File: src/hw/rtl/hsv2rgb_pkg.sv
// Shared types and constants for the HSV to RGB converter.
// No dependencies; every other RTL file refers to this package by scoped names.
package hsv2rgb_pkg;

    // Degrees per hue sector and full-scale channel level
    localparam int unsigned HUE_SECTOR_DEG = 60;
    localparam int unsigned FULL_LEVEL     = 255;
    localparam int unsigned NUM_THRESH     = 8;    // sector boundaries below 512
    localparam logic [13:0] FRAC_DEN       = 14'd15300;   // 60 * 255

    // Reciprocal multipliers for exact floor division by a constant.
    // floor(x / 15300) = floor(floor(x / 4) / 3825), the latter as (y * RECIP_3825) >> 32
    localparam logic [20:0] RECIP_3825 = 21'd1122868;
    localparam int unsigned SHIFT_3825 = 32;
    // floor(x / 255) for x < 65536 as (x * RECIP_255) >> 24
    localparam logic [16:0] RECIP_255  = 17'd65794;
    localparam int unsigned SHIFT_255  = 24;

    // Hue sector codes; codes above SECTOR_MR map like SECTOR_MR
    localparam logic [3:0] SECTOR_RY = 4'd0;
    localparam logic [3:0] SECTOR_YG = 4'd1;
    localparam logic [3:0] SECTOR_GC = 4'd2;
    localparam logic [3:0] SECTOR_CB = 4'd3;
    localparam logic [3:0] SECTOR_BM = 4'd4;
    localparam logic [3:0] SECTOR_MR = 4'd5;

    // Input word
    typedef struct packed {
        logic [8:0] hue_deg;
        logic [7:0] saturation;
        logic [7:0] brightness;
    } hsv_t;

    // Result word
    typedef struct packed {
        logic [7:0] red;
        logic [7:0] green;
        logic [7:0] blue;
    } rgb_t;

    // Sector stage to level pipeline
    typedef struct packed {
        logic       valid;
        logic [3:0] sector;
        logic [5:0] rem;
        logic [7:0] sat;
        logic [7:0] val;
    } sect_t;

    // Level pipeline to output select
    typedef struct packed {
        logic       valid;
        logic [3:0] sector;
        logic [7:0] val;
        logic [7:0] p;
        logic [7:0] q;
        logic [7:0] t;
    } level_t;

endpackage

File: src/hw/rtl/hsv2rgb_sector.sv
// Stage 1: splits the hue into sector and remainder within the sector.
// Depends on hsv2rgb_pkg.
module hsv2rgb_sector (
    input  logic               clk,
    input  logic               rst_n,
    input  logic               start,
    input  hsv2rgb_pkg::hsv_t  hsv,
    output hsv2rgb_pkg::sect_t sect
);

    logic       valid_reg;
    logic [3:0] sector_reg, sector_next;
    logic [5:0] rem_reg, rem_next;
    logic [7:0] sat_reg;
    logic [7:0] val_reg;
    logic [8:0] base;

    // Independent compares against each sector boundary; the highest one passed wins
    always_comb
    begin
        sector_next = hsv2rgb_pkg::SECTOR_RY;
        base        = '0;
        for (int i = 1; i <= int'(hsv2rgb_pkg::NUM_THRESH); i++)
        begin
            if (hsv.hue_deg >= 9'(i * int'(hsv2rgb_pkg::HUE_SECTOR_DEG)))
            begin
                sector_next = 4'(i);
                base        = 9'(i * int'(hsv2rgb_pkg::HUE_SECTOR_DEG));
            end
        end
        rem_next = 6'(hsv.hue_deg - base);
    end

    // Valid bit
    always_ff @(posedge clk or negedge rst_n)
    begin
        if (!rst_n)
            valid_reg <= 1'b0;
        else
            valid_reg <= start;
    end

    // Payload
    always_ff @(posedge clk)
    begin
        sector_reg <= sector_next;
        rem_reg    <= rem_next;
        sat_reg    <= hsv.saturation;
        val_reg    <= hsv.brightness;
    end

    assign sect.valid  = valid_reg;
    assign sect.sector = sector_reg;
    assign sect.rem    = rem_reg;
    assign sect.sat    = sat_reg;
    assign sect.val    = val_reg;

endmodule

File: src/hw/rtl/hsv2rgb_level.sv
// Stages 2 to 4: forms the p, q and t levels with exact truncating division.
// Depends on hsv2rgb_pkg.
module hsv2rgb_level (
    input  logic                clk,
    input  logic                rst_n,
    input  hsv2rgb_pkg::sect_t  sect,
    output hsv2rgb_pkg::level_t level
);

    logic [2:0] valid_reg;

    // Stage 2 registers: numerators
    logic [3:0]  sec2_reg;
    logic [7:0]  val2_reg;
    logic [7:0]  nump_reg;
    logic [13:0] numq_reg;
    logic [13:0] numt_reg;
    // Stage 3 registers: products with v
    logic [3:0]  sec3_reg;
    logic [7:0]  val3_reg;
    logic [15:0] prodp_reg;
    logic [21:0] prodq_reg;
    logic [21:0] prodt_reg;
    // Stage 4 registers: quotients
    logic [3:0]  sec4_reg;
    logic [7:0]  val4_reg;
    logic [7:0]  p_reg, q_reg, t_reg;

    logic [6:0]  comp;
    logic [13:0] sq, st;
    logic [32:0] divp;
    logic [40:0] divq, divt;

    // Stage 2 math: s*rem and s*(60-rem) against 15300
    always_comb
    begin
        comp = 7'(hsv2rgb_pkg::HUE_SECTOR_DEG) - {1'b0, sect.rem};
        sq   = {6'b0, sect.sat} * {8'b0, sect.rem};
        st   = {6'b0, sect.sat} * {7'b0, comp};
    end

    // Stage 4 math: reciprocal multiplies
    always_comb
    begin
        divp = 33'(prodp_reg) * 33'(hsv2rgb_pkg::RECIP_255);
        divq = 41'(prodq_reg[21:2]) * 41'(hsv2rgb_pkg::RECIP_3825);
        divt = 41'(prodt_reg[21:2]) * 41'(hsv2rgb_pkg::RECIP_3825);
    end

    // Valid bits travel with the data
    always_ff @(posedge clk or negedge rst_n)
    begin
        if (!rst_n)
            valid_reg <= '0;
        else
            valid_reg <= {valid_reg[1:0], sect.valid};
    end

    // Payload pipeline
    always_ff @(posedge clk)
    begin
        sec2_reg  <= sect.sector;
        val2_reg  <= sect.val;
        nump_reg  <= 8'(hsv2rgb_pkg::FULL_LEVEL) - sect.sat;
        numq_reg  <= hsv2rgb_pkg::FRAC_DEN - sq;
        numt_reg  <= hsv2rgb_pkg::FRAC_DEN - st;

        sec3_reg  <= sec2_reg;
        val3_reg  <= val2_reg;
        prodp_reg <= {8'b0, val2_reg} * {8'b0, nump_reg};
        prodq_reg <= {14'b0, val2_reg} * {8'b0, numq_reg};
        prodt_reg <= {14'b0, val2_reg} * {8'b0, numt_reg};

        sec4_reg  <= sec3_reg;
        val4_reg  <= val3_reg;
        p_reg     <= divp[hsv2rgb_pkg::SHIFT_255 +: 8];
        q_reg     <= divq[hsv2rgb_pkg::SHIFT_3825 +: 8];
        t_reg     <= divt[hsv2rgb_pkg::SHIFT_3825 +: 8];
    end

    assign level.valid  = valid_reg[2];
    assign level.sector = sec4_reg;
    assign level.val    = val4_reg;
    assign level.p      = p_reg;
    assign level.q      = q_reg;
    assign level.t      = t_reg;

endmodule

File: src/hw/rtl/hsv_to_rgb_converter.sv
// HSV to RGB converter, fully pipelined: one word accepted every cycle, busy stays low.
// From start to done each word passes the registered stages sector split, numerators, products with v,
// reciprocal division and channel select. done is high for one cycle per word.
// Reset clears the valid bits only; data registers are not reset.
// Depends on hsv2rgb_pkg, hsv2rgb_sector and hsv2rgb_level.
module hsv_to_rgb_converter (
    input  logic               clk,
    input  logic               rst_n,
    input  logic               start,
    output logic               busy,
    input  hsv2rgb_pkg::hsv_t  hsv,
    output logic               done,
    output hsv2rgb_pkg::rgb_t  rgb
);

    hsv2rgb_pkg::sect_t  sect;
    hsv2rgb_pkg::level_t level;
    hsv2rgb_pkg::rgb_t   rgb_reg, rgb_next;
    logic                done_reg;

    hsv2rgb_sector u_sector (
        .clk   (clk),
        .rst_n (rst_n),
        .start (start),
        .hsv   (hsv),
        .sect  (sect)
    );

    hsv2rgb_level u_level (
        .clk   (clk),
        .rst_n (rst_n),
        .sect  (sect),
        .level (level)
    );

    // Sector selects which level drives each channel
    always_comb
    begin
        unique case (level.sector)
            hsv2rgb_pkg::SECTOR_RY: rgb_next = '{level.val, level.t, level.p};
            hsv2rgb_pkg::SECTOR_YG: rgb_next = '{level.q, level.val, level.p};
            hsv2rgb_pkg::SECTOR_GC: rgb_next = '{level.p, level.val, level.t};
            hsv2rgb_pkg::SECTOR_CB: rgb_next = '{level.p, level.q, level.val};
            hsv2rgb_pkg::SECTOR_BM: rgb_next = '{level.t, level.p, level.val};
            default:                rgb_next = '{level.val, level.p, level.q};
        endcase
    end

    // Result strobe
    always_ff @(posedge clk or negedge rst_n)
    begin
        if (!rst_n)
            done_reg <= 1'b0;
        else
            done_reg <= level.valid;
    end

    // Result word
    always_ff @(posedge clk)
    begin
        rgb_reg <= rgb_next;
    end

    assign busy = 1'b0;
    assign done = done_reg;
    assign rgb  = rgb_reg;

endmodule

File: config.mk
export PLATFORM = sky130hd
export DESIGN_NAME = hsv_to_rgb_converter
export DESIGN_NICKNAME = d
export VERILOG_FILES = /design/src/hw/rtl/hsv2rgb_pkg.sv /design/src/hw/rtl/hsv2rgb_sector.sv /design/src/hw/rtl/hsv2rgb_level.sv /design/src/hw/rtl/hsv_to_rgb_converter.sv
export SDC_FILE = /design/constraint.sdc
export NUM_CORES = 2
export LEC_CHECK = 0
export BUFFER_PORTS_ARGS = -buffer_cell sky130_fd_sc_hd__buf_4
export CORE_MARGIN = 2
export CORE_UTILIZATION = 45
export DETAILED_ROUTE_END_ITERATION = 8
export MAX_ROUTING_LAYER = met4
export PLACE_DENSITY = 0.64
export SLEW_MARGIN = 10
export SYNTH_ARGS = -nofsm -noshare
export SYNTH_HDL_FRONTEND = slang
export SYNTH_SLANG_ARGS = --single-unit
File: constraint.sdc
create_clock -name clk -period 8.4 [get_ports clk]
set_input_delay 1.68 -clock clk [delete_from_list [all_inputs] [get_ports clk]]
set_output_delay 1.68 -clock clk [all_outputs]
set_load 0.02 [all_outputs]
==> results.cfg <==
[status]
run_status = completed

[cts]
post_cts.repair.setup_buffers = 0
cts_hold_buffers = 0
cts-htree-levels = 1
clock_latency_ns = 0.56
tritoncts_clock_tree = done
clock_path_buffers = 3
cts-buffers-inserted = 26
tritoncts_num_sinks = 206
clk_pin_slew_ns = 0.06
root_buffer = sky130_fd_sc_hd__clkbuf_16
post_cts.resized_instances = 0

[synthesis]
post_synth_most_frequent_cells = sky130_fd_sc_hd__inv_1 (717), sky130_fd_sc_hd__ha_1 (581), sky130_fd_sc_hd__fa_1 (372)
average_cell_area_after_synthesis_um2 = 9.38
async_reset_ff_share_pct = 2.43
synth_area_leader_cell = sky130_fd_sc_hd__fa_1
synth_register_bits = 206
syn-num-nets = 3939
post-synth-top-area-fraction_pct = 26.8
yosys-top-cells-area = sky130_fd_sc_hd__fa_1 (27%), sky130_fd_sc_hd__ha_1 (26%), sky130_fd_sc_hd__dfxtp_1 (15%)
postSynthCellCount = 2958
yosysSeqAreaShare_pct = 15.0
synth_cell_types = 61
postSynth.topFlopCell = sky130_fd_sc_hd__dfxtp_1
netlist_area_um2 = 27700
synthMostInstantiatedCell = sky130_fd_sc_hd__inv_1
number_of_flops_mapped_to_enable_cells_by_yosys = 0
synth_warnings = 0

[timing]
final-setup-viol-count = 0
relSlewSlack_pct = 37.6
skew_ns = 0.0264
report.final.hold_viol_count = 0
final_min_period_over_clock_period_pct = 69.2
whs_ns = 0.321
timing.setup.tns_ns = 0
max_freq_mhz = 172
drv_slew = 0
transition_time_at_the_pin_with_the_least_slew_margin_ns = 0.912
setup_repair_after_global_routing_missed_its_margin = no
final.min_clock_period_ns = 5.81

[critical_path]
setup.worst_path.start_class = flop
crit_path_max_fanout = 8
critical_path_arrival_ns = 6.26
timing_worst_setup_path_type = flop to flop
regToRegEndpoint = u_level.numt_reg[12]
critical_path.reg2reg.startpoint = u_sector.rem_reg[1]
ff2ff_setup_slack_ns = 2.59
worst_ep_required_time_ns = 8.84
crit_path_end_kind = flop
worst_r2r_path_depth = 19

[min_path]
hold_path_cell_cnt = 0
hold_path_end = u_level.val4_reg[7]
hp_start = u_level.val3_reg[7]
min_path_type = flop to flop

[route]
routed_wirelength_um = 55400
post-route-drc-count = 0
route.detailed.wl_per_inst_um = 14.6
routed-via-count = 18800
drt_pre_antenna_iters = 5
ant_nets = 0
drt_first_iter_violations = 879
viasPerCell = 4.95

[floorplanning]
rows = 91
die_area_um2 = 63600
initial_utilization_pct = 45.2
die-width_um = 252
floorplan.die.height_um = 252
design.portCount = 54
placeableCoreArea_um2 = 61400

[global_route]
grt_antenna_before_repair = 0
grt_use_total_pct = 18.9
grt_pass1_wl_um = 95900
grt_max_degree = 38
grt_overflow = 0
first_global_vias = 19500

[run]
drv.max_cap_violation_count = 0

[finish]
final_nets = 3973
drive_gt1_share_pct = 4.12
area_of_the_multi_input_gates_um2 = 20700
fillCellCount = 5822
area.sequential_um2 = 4150
area_growth_pct = 7.92
largest_register_ff_count = 24

[place]
place.detailed.hpwl_um = 45400
final_gp_congestion = 0.898
port_buffers = 52
-- cell type report --
type                            instances  share of cell area, %
Antenna cell                            1                0.00836
Sequential cell                       206                   13.9
Multi-Input combinational cell       1979                   69.1
Inverter                              717                   8.99
Timing Repair Buffer                   62                   1.55
Clock inverter                         15                  0.744
Tap cell                              790                   3.30
Clock buffer                           31                   2.44
-- layer usage --
metal | track usage (%) | vias up | share of wire [%]
met3 | 1.88 | 55 | 3.5
met1 | 26.0 | 9119 | 49
li1 | - | 9330 | -
met5 | - | - | 0
met4 | 2.52 | 0 | 1.4
met2 | 30.9 | 294 | 46
-- logic make-up after synthesis --
| kind of cell | share of synthesized area, % |
|---|---|
| other | 0.0135 |
| xor gates and xnor gates | 3.00 |
| muxes | 0.650 |
| AOI/OAI and AO/OA | 6.60 |
| adders and majority gates | 53.1 |
| DFF | 15.0 |
| buffers and inverters | 10.5 |
| and+or+nand+nor | 11.2 |
-- metrics by stage --
step	instances	setup slack (ns)	utilization (%)	instance area [um^2]
floorplan	2958	3.22	-	27700
detailed placement	3754	2.64	47.2	29000
finish	3801	2.59	48.8	29900
global placement	3754	2.67	47.2	29000
global route	3800	2.11	48.8	29900
CTS	3800	2.60	48.8	29900
-- layout by cell type, fill, tap and decap left out, types with 6 or more instances in the layout --
cell type	netlist	layout
sky130_fd_sc_hd__a21o_1	30	30
sky130_fd_sc_hd__nor2b_1	24	24
sky130_fd_sc_hd__nand4_1	10	10
sky130_fd_sc_hd__a21boi_0	6	6
sky130_fd_sc_hd__a22oi_1	8	8
sky130_fd_sc_hd__xnor2_1	74	74
sky130_fd_sc_hd__inv_1	717	717
sky130_fd_sc_hd__nand2_1	226	226
sky130_fd_sc_hd__nor2_1	83	83
sky130_fd_sc_hd__fa_1	372	372
sky130_fd_sc_hd__o21a_1	10	10
sky130_fd_sc_hd__mux2i_1	9	9
sky130_fd_sc_hd__ha_1	581	581
sky130_fd_sc_hd__or3_1	7	7
sky130_fd_sc_hd__nand3_1	19	19
sky130_fd_sc_hd__dfxtp_1	201	201
sky130_fd_sc_hd__mux2_2	8	8
sky130_fd_sc_hd__a31oi_1	13	13
sky130_fd_sc_hd__nor3_1	21	21
sky130_fd_sc_hd__xor2_1	21	21
sky130_fd_sc_hd__o21bai_1	12	12
sky130_fd_sc_hd__a21oi_1	90	90
sky130_fd_sc_hd__clkbuf_16	0	27
sky130_fd_sc_hd__o21ai_0	57	57
sky130_fd_sc_hd__and2_1	205	205
sky130_fd_sc_hd__o31ai_1	7	7
sky130_fd_sc_hd__nor4_1	6	6
sky130_fd_sc_hd__buf_4	1	62
sky130_fd_sc_hd__and3_1	10	10
sky130_fd_sc_hd__a211oi_1	12	12
-- worst max-delay path, stage by stage (launching register included) --
cell and delay [ns]:
sky130_fd_sc_hd__dfxtp_1 0.53, sky130_fd_sc_hd__inv_1 0.17, sky130_fd_sc_hd__ha_1 0.24, sky130_fd_sc_hd__nor2_1 0.16
sky130_fd_sc_hd__xnor2_1 0.35, sky130_fd_sc_hd__nand2_1 0.17, sky130_fd_sc_hd__fa_1 0.58, sky130_fd_sc_hd__fa_1 0.45
sky130_fd_sc_hd__fa_1 0.54, sky130_fd_sc_hd__inv_1 0.05, sky130_fd_sc_hd__fa_1 0.52, sky130_fd_sc_hd__inv_1 0.04
sky130_fd_sc_hd__ha_1 0.31, sky130_fd_sc_hd__a21boi_0 0.25, sky130_fd_sc_hd__o21ai_0 0.14, sky130_fd_sc_hd__a21boi_0 0.28
sky130_fd_sc_hd__o21ai_0 0.15, sky130_fd_sc_hd__a21boi_0 0.34, sky130_fd_sc_hd__nor4_1 0.08, sky130_fd_sc_hd__a311o_1 0.33
-- worst max path at each step --
stage / depth (start not counted) / slack (ns) / start / end
3_5_place_dp: 19 / 2.64 / u_sector.rem_reg[1] / u_level.numt_reg[12]
6_report: 19 / 2.59 / u_sector.rem_reg[1] / u_level.numt_reg[12]
5_1_grt: 19 / 2.11 / u_sector.rem_reg[1] / u_level.numt_reg[12]
3_3_place_gp: 19 / 2.67 / u_sector.rem_reg[1] / u_level.numt_reg[12]
2_1_floorplan: 20 / 3.22 / u_sector.rem_reg[0] / u_level.numt_reg[12]
4_1_cts: 19 / 2.60 / u_sector.rem_reg[1] / u_level.numt_reg[12]
Power is not shown: default switching activity piles up to over one toggle a cycle in this logic, so the estimate is an artifact.
